File: src/hdl/vrt_pkg.sv
package vrt_pkg;

    // Fixed widths of the configuration registers and result codes.
    localparam int STEP_W     = 10;
    localparam int NUDGE_W    = 16;
    localparam int TIME_W     = 31;
    localparam int TIME_LO_W  = 16;
    localparam int TIME_HI_W  = TIME_W - TIME_LO_W;
    localparam int CFG_IDX_W  = 2;
    localparam int CFG_DATA_W = 31;
    localparam int FACE_W     = 3;
    localparam int STATUS_W   = 2;
    localparam int IO_W       = 32;

    localparam logic [STEP_W-1:0]  STEP_LIMIT_RST  = 10'd250;
    localparam logic [NUDGE_W-1:0] FLOOR_NUDGE_RST = 16'd328;
    localparam logic [TIME_W-1:0]  MAX_TIME_RST    = 31'd13107200;

    localparam logic [CFG_IDX_W-1:0] CFG_STEP_LIMIT  = 2'd0;
    localparam logic [CFG_IDX_W-1:0] CFG_FLOOR_NUDGE = 2'd1;
    localparam logic [CFG_IDX_W-1:0] CFG_MAX_TIME    = 2'd2;

    localparam logic CMD_START    = 1'b0;
    localparam logic CMD_CONTINUE = 1'b1;

    localparam logic [FACE_W-1:0] FACE_FRONT  = 3'd0;
    localparam logic [FACE_W-1:0] FACE_BACK   = 3'd1;
    localparam logic [FACE_W-1:0] FACE_TOP    = 3'd2;
    localparam logic [FACE_W-1:0] FACE_BOTTOM = 3'd3;
    localparam logic [FACE_W-1:0] FACE_LEFT   = 3'd4;
    localparam logic [FACE_W-1:0] FACE_RIGHT  = 3'd5;

    localparam logic [STATUS_W-1:0] STATUS_VOXEL = 2'd0;
    localparam logic [STATUS_W-1:0] STATUS_DEST  = 2'd1;
    localparam logic [STATUS_W-1:0] STATUS_LIMIT = 2'd2;
    localparam logic [STATUS_W-1:0] STATUS_NONE  = 2'd3;

    typedef logic [1:0] axis_t;
    localparam axis_t AXIS_X = 2'd0;
    localparam axis_t AXIS_Y = 2'd1;
    localparam axis_t AXIS_Z = 2'd2;

    typedef enum logic [2:0] {
        ST_IDLE,
        ST_CHECK,
        ST_SETUP,
        ST_DIV,
        ST_MUL_LO,
        ST_MUL_HI,
        ST_MOVE,
        ST_PUSH
    } ctrl_state_t;

    // Commands from the controller to the datapath.
    typedef struct packed {
        logic  load;
        logic  decide;
        logic  div_start;
        logic  div_step;
        logic  take;
        logic  mul_lo;
        logic  mul_hi;
        logic  move;
        logic  push;
        axis_t axis;
    } vrt_ctl_t;

    // Status from the datapath to the controller.
    typedef struct packed {
        logic [STATUS_W-1:0] verdict;
        logic                dir_zero;
        logic                div_done;
        logic                out_free;
    } vrt_stat_t;

    function automatic logic [FACE_W-1:0] axis_face(input axis_t axis, input logic neg);
        logic [FACE_W-1:0] f;
        begin
            case (axis)
                AXIS_X:  f = neg ? FACE_FRONT : FACE_BACK;
                AXIS_Y:  f = neg ? FACE_TOP : FACE_BOTTOM;
                default: f = neg ? FACE_RIGHT : FACE_LEFT;
            endcase
            return f;
        end
    endfunction

endpackage

File: src/hdl/voxel_ray_traversal_core.sv
// Voxel ray traversal core. A request with cmd = start loads a ray from start_* to end_*
// (signed fixed point with FRAC_BITS fraction bits, Q16.16 by default) and returns the first
// voxel to test; a request with cmd = continue means the last reported voxel was empty and
// returns the next one. Every request produces exactly one result: a segment midpoint inside
// the voxel with the face it was entered by (status 0), or the end of the ray because the
// destination voxel was reached (status 1) or step_limit steps were taken (status 2), or
// status 3 with zeroed fields when no ray is active. Each request is handled on its own. In
// a stepping request, the crossing time of every axis with a nonzero direction goes through
// one shared restoring divider with DW = max(FRAC_BITS + 2, 18) + FRAC_BITS quotient bits
// that retires one quotient bit per cycle, and each axis is then moved with a two-pass
// multiply of the crossing time, split into 16-bit and 15-bit halves, by its direction. An
// axis with zero direction skips its division. The next request is taken as soon as the
// result is in the output register, while it waits to be read; a result that is still
// waiting when the next one is ready holds the block in its push state. Configuration
// writes are taken in every cycle and must be made while no request is in flight.
module voxel_ray_traversal_core
#(
    parameter int FRAC_BITS = 16,
    parameter int INT_BITS  = 16
)
(
    input  logic                           clk,
    input  logic                           rst_n,
    input  logic                           in_valid,
    output logic                           in_ready,
    input  logic                           cmd,
    input  logic [vrt_pkg::IO_W-1:0]       start_x,
    input  logic [vrt_pkg::IO_W-1:0]       start_y,
    input  logic [vrt_pkg::IO_W-1:0]       start_z,
    input  logic [vrt_pkg::IO_W-1:0]       end_x,
    input  logic [vrt_pkg::IO_W-1:0]       end_y,
    input  logic [vrt_pkg::IO_W-1:0]       end_z,
    input  logic                           cfg_valid,
    output logic                           cfg_ready,
    input  logic [vrt_pkg::CFG_IDX_W-1:0]  cfg_index,
    input  logic [vrt_pkg::CFG_DATA_W-1:0] cfg_data,
    output logic                           out_valid,
    input  logic                           out_ready,
    output logic [vrt_pkg::IO_W-1:0]       mid_x,
    output logic [vrt_pkg::IO_W-1:0]       mid_y,
    output logic [vrt_pkg::IO_W-1:0]       mid_z,
    output logic [vrt_pkg::FACE_W-1:0]     entry_face,
    output logic [vrt_pkg::STATUS_W-1:0]   status
);

    vrt_pkg::vrt_ctl_t  ctl;
    vrt_pkg::vrt_stat_t stat;

    // The controller sequences checks, divisions, multiplies and the result push.
    vrt_ctrl u_ctrl
    (
        .clk      (clk),
        .rst_n    (rst_n),
        .in_valid (in_valid),
        .in_ready (in_ready),
        .stat     (stat),
        .ctl      (ctl)
    );

    // The datapath holds the ray, the configuration and the result register.
    vrt_datapath
    #(
        .FRAC_BITS (FRAC_BITS),
        .INT_BITS  (INT_BITS)
    )
    u_datapath
    (
        .clk        (clk),
        .rst_n      (rst_n),
        .ctl        (ctl),
        .stat       (stat),
        .req_cmd    (cmd),
        .start_x    (start_x),
        .start_y    (start_y),
        .start_z    (start_z),
        .end_x      (end_x),
        .end_y      (end_y),
        .end_z      (end_z),
        .cfg_valid  (cfg_valid),
        .cfg_ready  (cfg_ready),
        .cfg_index  (cfg_index),
        .cfg_data   (cfg_data),
        .out_valid  (out_valid),
        .out_ready  (out_ready),
        .mid_x      (mid_x),
        .mid_y      (mid_y),
        .mid_z      (mid_z),
        .entry_face (entry_face),
        .status     (status)
    );

    // A result is never pushed while a new request can be taken.
    assert property (@(posedge clk) disable iff (!rst_n) ctl.push |-> !in_ready)
        else $error("result push overlaps request acceptance");

    // The divider is never stepped past its last quotient bit.
    assert property (@(posedge clk) disable iff (!rst_n) ctl.div_step |-> !stat.div_done)
        else $error("divider stepped after completion");

    // A result without an active ray carries zeroed fields.
    assert property (@(posedge clk) disable iff (!rst_n)
        (out_valid && status == vrt_pkg::STATUS_NONE)
        |-> (mid_x == '0 && mid_y == '0 && mid_z == '0 && entry_face == vrt_pkg::FACE_FRONT))
        else $error("no-ray result carries nonzero fields");

endmodule

File: src/hdl/vrt_ctrl.sv
module vrt_ctrl
(
    input  logic              clk,
    input  logic              rst_n,
    input  logic              in_valid,
    output logic              in_ready,
    input  vrt_pkg::vrt_stat_t stat,
    output vrt_pkg::vrt_ctl_t  ctl
);

    vrt_pkg::ctrl_state_t state_reg, state_next;
    vrt_pkg::axis_t       axis_reg, axis_next;

    always_ff @(posedge clk or negedge rst_n)
    begin
        if (!rst_n)
        begin
            state_reg <= vrt_pkg::ST_IDLE;
            axis_reg  <= vrt_pkg::AXIS_X;
        end
        else
        begin
            state_reg <= state_next;
            axis_reg  <= axis_next;
        end
    end

    // Next state and axis sequencing.
    always_comb
    begin
        state_next = state_reg;
        axis_next  = axis_reg;
        case (state_reg)
            vrt_pkg::ST_IDLE:
            begin
                if (in_valid)
                begin
                    state_next = vrt_pkg::ST_CHECK;
                end
            end
            vrt_pkg::ST_CHECK:
            begin
                axis_next = vrt_pkg::AXIS_X;
                if (stat.verdict == vrt_pkg::STATUS_VOXEL)
                begin
                    state_next = vrt_pkg::ST_SETUP;
                end
                else
                begin
                    state_next = vrt_pkg::ST_PUSH;
                end
            end
            vrt_pkg::ST_SETUP:
            begin
                if (stat.dir_zero)
                begin
                    if (axis_reg == vrt_pkg::AXIS_Z)
                    begin
                        axis_next  = vrt_pkg::AXIS_X;
                        state_next = vrt_pkg::ST_MUL_LO;
                    end
                    else
                    begin
                        axis_next = axis_reg + 2'd1;
                    end
                end
                else
                begin
                    state_next = vrt_pkg::ST_DIV;
                end
            end
            vrt_pkg::ST_DIV:
            begin
                if (stat.div_done)
                begin
                    if (axis_reg == vrt_pkg::AXIS_Z)
                    begin
                        axis_next  = vrt_pkg::AXIS_X;
                        state_next = vrt_pkg::ST_MUL_LO;
                    end
                    else
                    begin
                        axis_next  = axis_reg + 2'd1;
                        state_next = vrt_pkg::ST_SETUP;
                    end
                end
            end
            vrt_pkg::ST_MUL_LO:
            begin
                state_next = vrt_pkg::ST_MUL_HI;
            end
            vrt_pkg::ST_MUL_HI:
            begin
                state_next = vrt_pkg::ST_MOVE;
            end
            vrt_pkg::ST_MOVE:
            begin
                if (axis_reg == vrt_pkg::AXIS_Z)
                begin
                    axis_next  = vrt_pkg::AXIS_X;
                    state_next = vrt_pkg::ST_PUSH;
                end
                else
                begin
                    axis_next  = axis_reg + 2'd1;
                    state_next = vrt_pkg::ST_MUL_LO;
                end
            end
            vrt_pkg::ST_PUSH:
            begin
                if (stat.out_free)
                begin
                    state_next = vrt_pkg::ST_IDLE;
                end
            end
            default:
            begin
                state_next = vrt_pkg::ST_IDLE;
            end
        endcase
    end

    // Command outputs.
    always_comb
    begin
        ctl      = '0;
        ctl.axis = axis_reg;
        in_ready = 1'b0;
        case (state_reg)
            vrt_pkg::ST_IDLE:
            begin
                in_ready = 1'b1;
                ctl.load = in_valid;
            end
            vrt_pkg::ST_CHECK:  ctl.decide    = 1'b1;
            vrt_pkg::ST_SETUP:  ctl.div_start = !stat.dir_zero;
            vrt_pkg::ST_DIV:
            begin
                ctl.div_step = !stat.div_done;
                ctl.take     = stat.div_done;
            end
            vrt_pkg::ST_MUL_LO: ctl.mul_lo = 1'b1;
            vrt_pkg::ST_MUL_HI: ctl.mul_hi = 1'b1;
            vrt_pkg::ST_MOVE:   ctl.move   = 1'b1;
            vrt_pkg::ST_PUSH:   ctl.push   = stat.out_free;
            default:            ctl.load   = 1'b0;
        endcase
    end

endmodule

File: src/hdl/vrt_datapath.sv
module vrt_datapath
#(
    parameter int FRAC_BITS = 16,
    parameter int INT_BITS  = 16
)
(
    input  logic                              clk,
    input  logic                              rst_n,
    input  vrt_pkg::vrt_ctl_t                 ctl,
    output vrt_pkg::vrt_stat_t                stat,
    input  logic                              req_cmd,
    input  logic [vrt_pkg::IO_W-1:0]          start_x,
    input  logic [vrt_pkg::IO_W-1:0]          start_y,
    input  logic [vrt_pkg::IO_W-1:0]          start_z,
    input  logic [vrt_pkg::IO_W-1:0]          end_x,
    input  logic [vrt_pkg::IO_W-1:0]          end_y,
    input  logic [vrt_pkg::IO_W-1:0]          end_z,
    input  logic                              cfg_valid,
    output logic                              cfg_ready,
    input  logic [vrt_pkg::CFG_IDX_W-1:0]     cfg_index,
    input  logic [vrt_pkg::CFG_DATA_W-1:0]    cfg_data,
    output logic                              out_valid,
    input  logic                              out_ready,
    output logic [vrt_pkg::IO_W-1:0]          mid_x,
    output logic [vrt_pkg::IO_W-1:0]          mid_y,
    output logic [vrt_pkg::IO_W-1:0]          mid_z,
    output logic [vrt_pkg::FACE_W-1:0]        entry_face,
    output logic [vrt_pkg::STATUS_W-1:0]      status
);

    localparam int PT    = INT_BITS + FRAC_BITS;
    localparam int EXT_W = (PT > vrt_pkg::IO_W) ? PT : vrt_pkg::IO_W;
    localparam int NUM_W = (FRAC_BITS + 2 > 18) ? FRAC_BITS + 2 : 18;
    localparam int DW    = NUM_W + FRAC_BITS;
    localparam int RW    = PT + 2;
    localparam int CNT_W = $clog2(DW + 1);
    localparam int PW    = vrt_pkg::TIME_W + PT + 1;
    localparam int MW    = PW - FRAC_BITS;
    localparam int SW    = MW + 2;

    localparam logic signed [EXT_W-1:0] PT_MAX_E = {{(EXT_W-PT+1){1'b0}}, {(PT-1){1'b1}}};
    localparam logic signed [EXT_W-1:0] PT_MIN_E = ~PT_MAX_E;
    localparam logic signed [SW-1:0]    PT_MAX_S = {{(SW-PT+1){1'b0}}, {(PT-1){1'b1}}};
    localparam logic signed [SW-1:0]    PT_MIN_S = ~PT_MAX_S;
    localparam logic [NUM_W-1:0]        NUM_ONE  = NUM_W'(1) << FRAC_BITS;
    localparam logic [CNT_W-1:0]        DIV_LEN  = CNT_W'(DW);

    function automatic logic [PT-1:0] sat_in(input logic [vrt_pkg::IO_W-1:0] v);
        logic signed [EXT_W-1:0] e;
        logic [PT-1:0]           r;
        begin
            e = {{(EXT_W-vrt_pkg::IO_W+1){v[vrt_pkg::IO_W-1]}}, v[vrt_pkg::IO_W-2:0]};
            if (e > PT_MAX_E)
                r = PT_MAX_E[PT-1:0];
            else if (e < PT_MIN_E)
                r = PT_MIN_E[PT-1:0];
            else
                r = e[PT-1:0];
            return r;
        end
    endfunction

    function automatic logic [vrt_pkg::IO_W-1:0] to_out(input logic [PT-1:0] v);
        logic [EXT_W-1:0] e;
        begin
            e = {{(EXT_W-PT+1){v[PT-1]}}, v[PT-2:0]};
            return e[vrt_pkg::IO_W-1:0];
        end
    endfunction

    // Configuration registers.
    logic [vrt_pkg::STEP_W-1:0]  step_limit_reg;
    logic [vrt_pkg::NUDGE_W-1:0] floor_nudge_reg;
    logic [vrt_pkg::TIME_W-1:0]  max_time_reg;

    // Ray state.
    logic [PT-1:0]       cur_point_reg [3];
    logic [PT-1:0]       halfway_reg   [3];
    logic [PT:0]         dir_reg       [3];
    logic [INT_BITS-1:0] dest_reg      [3];
    logic [vrt_pkg::FACE_W-1:0] last_face_reg;
    logic [vrt_pkg::STEP_W-1:0] step_count_reg;
    logic                       active_reg;

    // Step working registers.
    logic [vrt_pkg::TIME_W-1:0]   best_reg;
    logic [vrt_pkg::FACE_W-1:0]   side_reg;
    logic [RW-1:0]                div_rem_reg;
    logic [DW-1:0]                div_quo_reg;
    logic [CNT_W-1:0]             div_cnt_reg;
    logic                         div_neg_reg;
    logic [PW-1:0]                acc_reg;
    logic [vrt_pkg::STATUS_W-1:0] res_status_reg;

    // Result register.
    logic                         out_valid_reg;
    logic [vrt_pkg::IO_W-1:0]     mid_x_reg, mid_y_reg, mid_z_reg;
    logic [vrt_pkg::FACE_W-1:0]   face_reg;
    logic [vrt_pkg::STATUS_W-1:0] status_reg;

    logic [PT-1:0]  s_sat [3];
    logic [PT-1:0]  e_sat [3];
    logic [PT-1:0]  p;
    logic [PT:0]    d;
    logic           dneg;
    logic [PT:0]    dmag;
    logic [PT:0]    p_nudged;
    logic [NUM_W-1:0] num;
    logic [RW-1:0]  rem_shift;
    logic [RW-1:0]  rem_diff;
    logic [vrt_pkg::TIME_LO_W+PT:0] mul_lo;
    logic [vrt_pkg::TIME_HI_W+PT:0] mul_hi;
    logic signed [SW-1:0] prev_s, mag_s, sum_s;
    logic [PT-1:0]  new_p;
    logic [PT:0]    half_sum;
    logic           in_dest;
    logic [vrt_pkg::STATUS_W-1:0] verdict;
    logic           out_free;

    always_comb
    begin
        s_sat[0] = sat_in(start_x);
        s_sat[1] = sat_in(start_y);
        s_sat[2] = sat_in(start_z);
        e_sat[0] = sat_in(end_x);
        e_sat[1] = sat_in(end_y);
        e_sat[2] = sat_in(end_z);

        p    = cur_point_reg[ctl.axis];
        d    = dir_reg[ctl.axis];
        dneg = d[PT];
        dmag = dneg ? (~d + 1'b1) : d;

        // Distance to the next face plane along this axis, in Q.FRAC units.
        p_nudged = {p[PT-1], p} - {{(PT+1-vrt_pkg::NUDGE_W){1'b0}}, floor_nudge_reg};
        if (dneg)
            num = {{(NUM_W-vrt_pkg::NUDGE_W){1'b0}}, floor_nudge_reg}
                + {{(NUM_W-FRAC_BITS){1'b0}}, p_nudged[FRAC_BITS-1:0]};
        else
            num = NUM_ONE - {{(NUM_W-FRAC_BITS){1'b0}}, p[FRAC_BITS-1:0]};

        // Restoring division, one quotient bit per cycle.
        rem_shift = {div_rem_reg[RW-2:0], div_quo_reg[DW-1]};
        rem_diff  = rem_shift - {1'b0, dmag};

        mul_lo = best_reg[vrt_pkg::TIME_LO_W-1:0] * dmag;
        mul_hi = best_reg[vrt_pkg::TIME_W-1:vrt_pkg::TIME_LO_W] * dmag;

        prev_s = {{(SW-PT){p[PT-1]}}, p};
        mag_s  = {2'b00, acc_reg[PW-1:FRAC_BITS]};
        sum_s  = dneg ? (prev_s - mag_s) : (prev_s + mag_s);
        if (sum_s > PT_MAX_S)
            new_p = PT_MAX_S[PT-1:0];
        else if (sum_s < PT_MIN_S)
            new_p = PT_MIN_S[PT-1:0];
        else
            new_p = sum_s[PT-1:0];
        half_sum = {p[PT-1], p} + {new_p[PT-1], new_p};

        in_dest = (halfway_reg[0][PT-1:FRAC_BITS] == dest_reg[0])
               && (halfway_reg[1][PT-1:FRAC_BITS] == dest_reg[1])
               && (halfway_reg[2][PT-1:FRAC_BITS] == dest_reg[2]);
        if (!active_reg)
            verdict = vrt_pkg::STATUS_NONE;
        else if (in_dest)
            verdict = vrt_pkg::STATUS_DEST;
        else if (step_count_reg >= step_limit_reg)
            verdict = vrt_pkg::STATUS_LIMIT;
        else
            verdict = vrt_pkg::STATUS_VOXEL;

        out_free = !out_valid_reg || out_ready;
    end

    assign stat.verdict  = verdict;
    assign stat.dir_zero = (d == '0);
    assign stat.div_done = (div_cnt_reg == '0);
    assign stat.out_free = out_free;

    assign cfg_ready  = 1'b1;
    assign out_valid  = out_valid_reg;
    assign mid_x      = mid_x_reg;
    assign mid_y      = mid_y_reg;
    assign mid_z      = mid_z_reg;
    assign entry_face = face_reg;
    assign status     = status_reg;

    // Control state.
    always_ff @(posedge clk or negedge rst_n)
    begin
        if (!rst_n)
        begin
            step_limit_reg  <= vrt_pkg::STEP_LIMIT_RST;
            floor_nudge_reg <= vrt_pkg::FLOOR_NUDGE_RST;
            max_time_reg    <= vrt_pkg::MAX_TIME_RST;
            last_face_reg   <= vrt_pkg::FACE_FRONT;
            step_count_reg  <= '0;
            active_reg      <= 1'b0;
            div_cnt_reg     <= '0;
            out_valid_reg   <= 1'b0;
        end
        else
        begin
            if (cfg_valid)
            begin
                case (cfg_index)
                    vrt_pkg::CFG_STEP_LIMIT:
                        step_limit_reg <= cfg_data[vrt_pkg::STEP_W-1:0];
                    vrt_pkg::CFG_FLOOR_NUDGE:
                        floor_nudge_reg <= cfg_data[vrt_pkg::NUDGE_W-1:0];
                    vrt_pkg::CFG_MAX_TIME:
                        max_time_reg <= cfg_data[vrt_pkg::TIME_W-1:0];
                    default:
                        max_time_reg <= max_time_reg;
                endcase
            end

            if (ctl.load && req_cmd == vrt_pkg::CMD_START)
            begin
                last_face_reg  <= vrt_pkg::FACE_FRONT;
                step_count_reg <= '0;
                active_reg     <= 1'b1;
            end

            if (ctl.decide
                && (verdict == vrt_pkg::STATUS_DEST || verdict == vrt_pkg::STATUS_LIMIT))
            begin
                active_reg <= 1'b0;
            end

            if (ctl.div_start)
                div_cnt_reg <= DIV_LEN;
            else if (ctl.div_step)
                div_cnt_reg <= div_cnt_reg - 1'b1;

            if (ctl.push && res_status_reg == vrt_pkg::STATUS_VOXEL)
            begin
                last_face_reg  <= side_reg;
                step_count_reg <= step_count_reg + 1'b1;
            end

            if (ctl.push)
                out_valid_reg <= 1'b1;
            else if (out_ready)
                out_valid_reg <= 1'b0;
        end
    end

    // Payload.
    always_ff @(posedge clk)
    begin
        if (ctl.load && req_cmd == vrt_pkg::CMD_START)
        begin
            cur_point_reg[0] <= s_sat[0];
            cur_point_reg[1] <= s_sat[1];
            cur_point_reg[2] <= s_sat[2];
            halfway_reg[0]   <= s_sat[0];
            halfway_reg[1]   <= s_sat[1];
            halfway_reg[2]   <= s_sat[2];
            dir_reg[0] <= {e_sat[0][PT-1], e_sat[0]} - {s_sat[0][PT-1], s_sat[0]};
            dir_reg[1] <= {e_sat[1][PT-1], e_sat[1]} - {s_sat[1][PT-1], s_sat[1]};
            dir_reg[2] <= {e_sat[2][PT-1], e_sat[2]} - {s_sat[2][PT-1], s_sat[2]};
            dest_reg[0] <= e_sat[0][PT-1:FRAC_BITS];
            dest_reg[1] <= e_sat[1][PT-1:FRAC_BITS];
            dest_reg[2] <= e_sat[2][PT-1:FRAC_BITS];
        end

        if (ctl.decide)
        begin
            res_status_reg <= verdict;
            best_reg       <= max_time_reg;
            side_reg       <= last_face_reg;
        end

        if (ctl.div_start)
        begin
            div_rem_reg <= '0;
            div_quo_reg <= {num, {FRAC_BITS{1'b0}}};
            div_neg_reg <= dneg;
        end
        else if (ctl.div_step)
        begin
            div_quo_reg <= {div_quo_reg[DW-2:0], ~rem_diff[RW-1]};
            div_rem_reg <= rem_diff[RW-1] ? rem_shift : rem_diff;
        end

        // Strict compare keeps the lower axis on a tie.
        if (ctl.take && div_quo_reg < {{(DW-vrt_pkg::TIME_W){1'b0}}, best_reg})
        begin
            best_reg <= div_quo_reg[vrt_pkg::TIME_W-1:0];
            side_reg <= vrt_pkg::axis_face(ctl.axis, div_neg_reg);
        end

        if (ctl.mul_lo)
            acc_reg <= {{(PW-vrt_pkg::TIME_LO_W-PT-1){1'b0}}, mul_lo};
        else if (ctl.mul_hi)
            acc_reg <= acc_reg + {mul_hi, {vrt_pkg::TIME_LO_W{1'b0}}};

        if (ctl.move)
        begin
            cur_point_reg[ctl.axis] <= new_p;
            halfway_reg[ctl.axis]   <= half_sum[PT:1];
        end

        if (ctl.push)
        begin
            status_reg <= res_status_reg;
            if (res_status_reg == vrt_pkg::STATUS_NONE)
            begin
                mid_x_reg <= '0;
                mid_y_reg <= '0;
                mid_z_reg <= '0;
                face_reg  <= vrt_pkg::FACE_FRONT;
            end
            else
            begin
                mid_x_reg <= to_out(halfway_reg[0]);
                mid_y_reg <= to_out(halfway_reg[1]);
                mid_z_reg <= to_out(halfway_reg[2]);
                face_reg  <= last_face_reg;
            end
        end
    end

endmodule

File: config.mk
export PLATFORM = sky130hd
export DESIGN_NAME = voxel_ray_traversal_core
export DESIGN_NICKNAME = d
export VERILOG_FILES = /design/src/hdl/vrt_pkg.sv /design/src/hdl/voxel_ray_traversal_core.sv /design/src/hdl/vrt_ctrl.sv /design/src/hdl/vrt_datapath.sv
export SDC_FILE = /design/constraint.sdc
export NUM_CORES = 2
export LEC_CHECK = 0
export ABC_AREA = 1
export ABC_CLOCK_PERIOD_IN_PS = 23000
export BUFFER_PORTS_ARGS = -buffer_cell sky130_fd_sc_hd__buf_2
export CAP_MARGIN = 20
export CELL_PAD_IN_SITES_DETAIL_PLACEMENT = 2
export CELL_PAD_IN_SITES_GLOBAL_PLACEMENT = 2
export CORE_MARGIN = 8
export CORE_UTILIZATION = 35
export CTS_BUF_LIST = sky130_fd_sc_hd__clkbuf_16
export CTS_CLUSTER_DIAMETER = 30
export DETAILED_ROUTE_END_ITERATION = 16
export GPL_TIMING_DRIVEN = 1
export PLACE_DENSITY_LB_ADDON = 0.3
export SKIP_CTS_REPAIR_TIMING = 1
export SLEW_MARGIN = 20
export SYNTH_ARGS = -nofsm -noshare
export SYNTH_HDL_FRONTEND = slang
export SYNTH_SLANG_ARGS = --single-unit
File: constraint.sdc
create_clock -name clk -period 23 [get_ports clk]
set_input_delay 3.45 -clock clk [delete_from_list [all_inputs] [get_ports clk]]
set_output_delay 3.45 -clock clk [all_outputs]
set_load 0.005 [all_outputs]
==> impl_metrics.csv <==
group,metric,value,unit
sta,grt_setup_unrepaired,"no",
setup_path,timing.critical_path.required,23660,ps
sta,finalSetupViolCount,0,
clock_network,tritoncts_num_sinks,707,
clock_network,ctsLongestPathBuffers,3,
sta,final_min_period_over_clock_period,55.0,%
die,ioPinCount,335,
die,dieArea,0.242,sq mm
synth,yosysWarningCount,0,
sta,finalCriticalPeriod,12660,ps
die,die_h,492,microns
synth,synth_cell_types,78,
clock_network,cts_root_buffer,"clkbuf_16",
synth,synth_largest_type_area_fraction,21.3,%
synth,ffs_latches_synth,707,
synth,yosysSeqAreaShare,25.5,%
setup_path,timing.critical_path.fanout_max,45,
run_status,run_status,"completed",
route,routed.top_layer,"met5",
sta,worst_slew_pin_slew,1180,ps
finish,largest_register_ff_count,128,
route,route.detailed.wl_per_inst,27.9,microns
synth,post_synthesis_async_set_or_reset_flop_share,11.7,%
placement,place.detailed.hpwl,295000,microns
setup_path,critical_path_type,"reg2reg",
grt,total_track_usage,30.1,%
route,drt_iter0_drc,4418,
clock_network,insertion_delay,890,ps
clock_network,cts_max_level,4,
setup_path,crit_path_frequent_cell,"nand2_1",
route,routed_wl,371000,microns
sta,relSlewSlack,20.3,%
finish,drive_gt1_share,9.04,%
synth,syn-mean-instance-area,8.00,sq um
finish,fin_nets,11800,
die,core_region_area,0.225,sq mm
grt,pin_count_of_the_biggest_net_entering_global_routing,149,
sta,timing.final.hold_violations,0,
grt,vias_in_the_first_global_route,82600,
clock_network,cts_inserted_buffers,190,
route,detailedRoute.firstPassIterationCount,5,
sta,fin_skew,147,ps
die,rows,174,
die,chipWidth,492,microns
route,wl_met2,177000,microns
placement,port-buffer-count,333,
synth,yosys.area.top_type,"fa_1",
route,wl_met1,145000,microns
die,initial_core_util,35.2,%
setup_path,endpoint_type_of_the_worst_setup_path,"register",
synth,number_of_enable_type_register_cells_in_the_synthesized_netlist,560,
setup_path,cp-start-kind,"register",
setup_path,critPathSlowestCell,"clkinv_1",
run,max-cap-violations,0,
placement,routability_congestion,0.949,
sta,timing.final.ws_setup,10340,ps
placement,dpl-instance-area,0.0838,sq mm
route,detail_route.vias_per_cell,5.41,
sta,timing.final.max_slew_violations,0,
grt,wire_length_of_the_first_global_routing_pass,545000,microns
synth,synth_top_cells_by_area,"fa_1 (21%), edfxtp_1 (21%), nand2_1 (11%)",
setup_path,worst_ep_arrival_time,13310,ps
clock_network,worst_setup_hold_path_clk_slew,40,ps
synth,netlist_instances,9893,
sta,worst_hold_slack,479,ps
grt,grt_antenna_before_repair,25,
route,drcViolationCount,0,
clock_network,cts_tree,"yes",
synth,netlist_area,0.0792,sq mm
setup_path,worst_path_largest_cell_delay,690,ps
sta,finalSetupTns,0,ps
synth,synth_ff_type,"edfxtp_1",
route,postRouteAntennaNets,0,
grt,global_route.overflow_total,0,
min_path,worst_hold_path_type,"reg2reg",
sta,achievable-frequency,79.0,MHz
finish,area_growth_syn_to_layout,14.5,%
finish,final_area,0.0906,sq mm
min_path,worst_hold_path.num_cells,2,
synth,syn_nets,11500,
route,total_number_of_vias,71800,
placement,preCtsSetupSlack,10530,ps
setup_path,timing.reg2reg.worst_path_depth,46,
route,detailroute.wirelength.met3,19000,microns
==> cell usage in the layout, fill, tap and decap left out, drive strengths merged, types with 34 or more instances in the layout <==
| master | netlist | final |
|---|---|---|
| clkbuf | 313 | 190 |
| a31oi | 61 | 61 |
| nand4 | 63 | 63 |
| nor3 | 65 | 65 |
| or2 | 38 | 38 |
| o21ai | 472 | 472 |
| a221oi | 36 | 36 |
| ha | 567 | 567 |
| fa | 841 | 841 |
| nand3 | 201 | 201 |
| clkinv | 31 | 111 |
| nor2 | 929 | 929 |
| nand2 | 2331 | 2331 |
| inv | 1928 | 1957 |
| bufinv | 0 | 34 |
| xnor2 | 160 | 160 |
| edfxtp | 560 | 560 |
| a21oi | 492 | 492 |
| o211ai | 62 | 62 |
| dfrtp | 71 | 71 |
| buf | 83 | 437 |
| dfxtp | 64 | 64 |
| xor2 | 195 | 195 |
| a22oi | 48 | 48 |
==> final timing paths <==
path / to / startpoint / slack [ps]
max: u_datapath.acc_reg[63]$_SDFFE_PP0P_ / u_ctrl.axis_reg[1]$_DFFE_PN0P_ / 10340
min: u_datapath.div_rem_reg[30]$_SDFFE_PP0P_ / u_datapath.div_rem_reg[30]$_SDFFE_PP0P_ / 480
max reg2reg: u_datapath.acc_reg[63]$_SDFFE_PP0P_ / u_ctrl.axis_reg[1]$_DFFE_PN0P_ / 10340
min reg2reg: u_datapath.div_rem_reg[30]$_SDFFE_PP0P_ / u_datapath.div_rem_reg[30]$_SDFFE_PP0P_ / 480
max in group asynchronous: u_datapath.max_time_reg[14]$_DFFE_PN0P_ / rst_n / 19240
min in group asynchronous: u_datapath.out_valid$_DFFE_PN0P_ / rst_n / 2570
==> synthesized netlist by cell type, drive strengths merged, types with 15 or more instances <==
library cell  instances
dfxtp                64
a31oi                61
fa                  841
a21boi               20
nand4                63
dfrtp                71
clkbuf              313
inv                1928
a22oi                48
a221oi               36
and2                 15
edfxtp              560
or2                  38
nor2                929
o211ai               62
o21ai               472
nand2              2331
ha                  567
xnor2               160
mux2                 15
nand3               201
o21bai               30
o22ai                30
buf                  83
clkinv               31
a21oi               492
nor3                 65
nor4                 21
xor2                195
a21o                 21
o21a                 28
==> area by class of cell <==
| class | instances | area, sq um |
|---|---|---|
| Sequential cell | 707 | 20200 |
| Clock inverter | 163 | 2050 |
| Inverter | 1959 | 7370 |
| Clock buffer | 190 | 4750 |
| Tap cell | 2992 | 3740 |
| Fill cell | 25300 | 134000 |
| Antenna cell | 13 | 32.5 |
| Timing Repair Buffer | 437 | 2470 |
| Multi-Input combinational cell | 6824 | 50000 |
==> per-layer routing <==
layer,vias up,global-route usage (%)
li1,31400,-
met1,37200,35.0
met2,2268,51.3
met3,851,4.50
met4,24,20.2
met5,-,0
==> kinds of logic (layout without fill, tap and decap cells) <==
| family | after synthesis | after routing | synth area share, % |
|---|---|---|---|
| mux | 15 | 15 | 0.213 |
| buf+inv | 2362 | 2749 | 11.5 |
| flops | 707 | 707 | 25.5 |
| other cells | 1 | 14 | 0.00474 |
| compound gates | 1362 | 1362 | 9.98 |
| xor+xnor | 355 | 355 | 3.93 |
| fa+ha+maj | 1408 | 1408 | 30.2 |
| simple gates | 3683 | 3683 | 18.7 |
==> worst max-delay path, delay by kind of cell (launching register included) <==
family,cells,cell delay (ps)
compound gates,12,2710
buf+inv,10,3240
simple gates,14,2130
flops,1,330
fa+ha+maj,8,3620
xor+xnor,2,330
==> metrics by stage <==
stage / utilization, % / cells
final: 40.3 / 13300
after global routing: 40.3 / 13300
after CTS: 40.3 / 13300
after detailed placement: 37.2 / 12900
after global placement: 37.2 / 12900
after floorplan: - / 9893
Power is left out: the tool's default activity adds up to more than one toggle a clock period on the data nets, which glitch-free logic cannot reach.
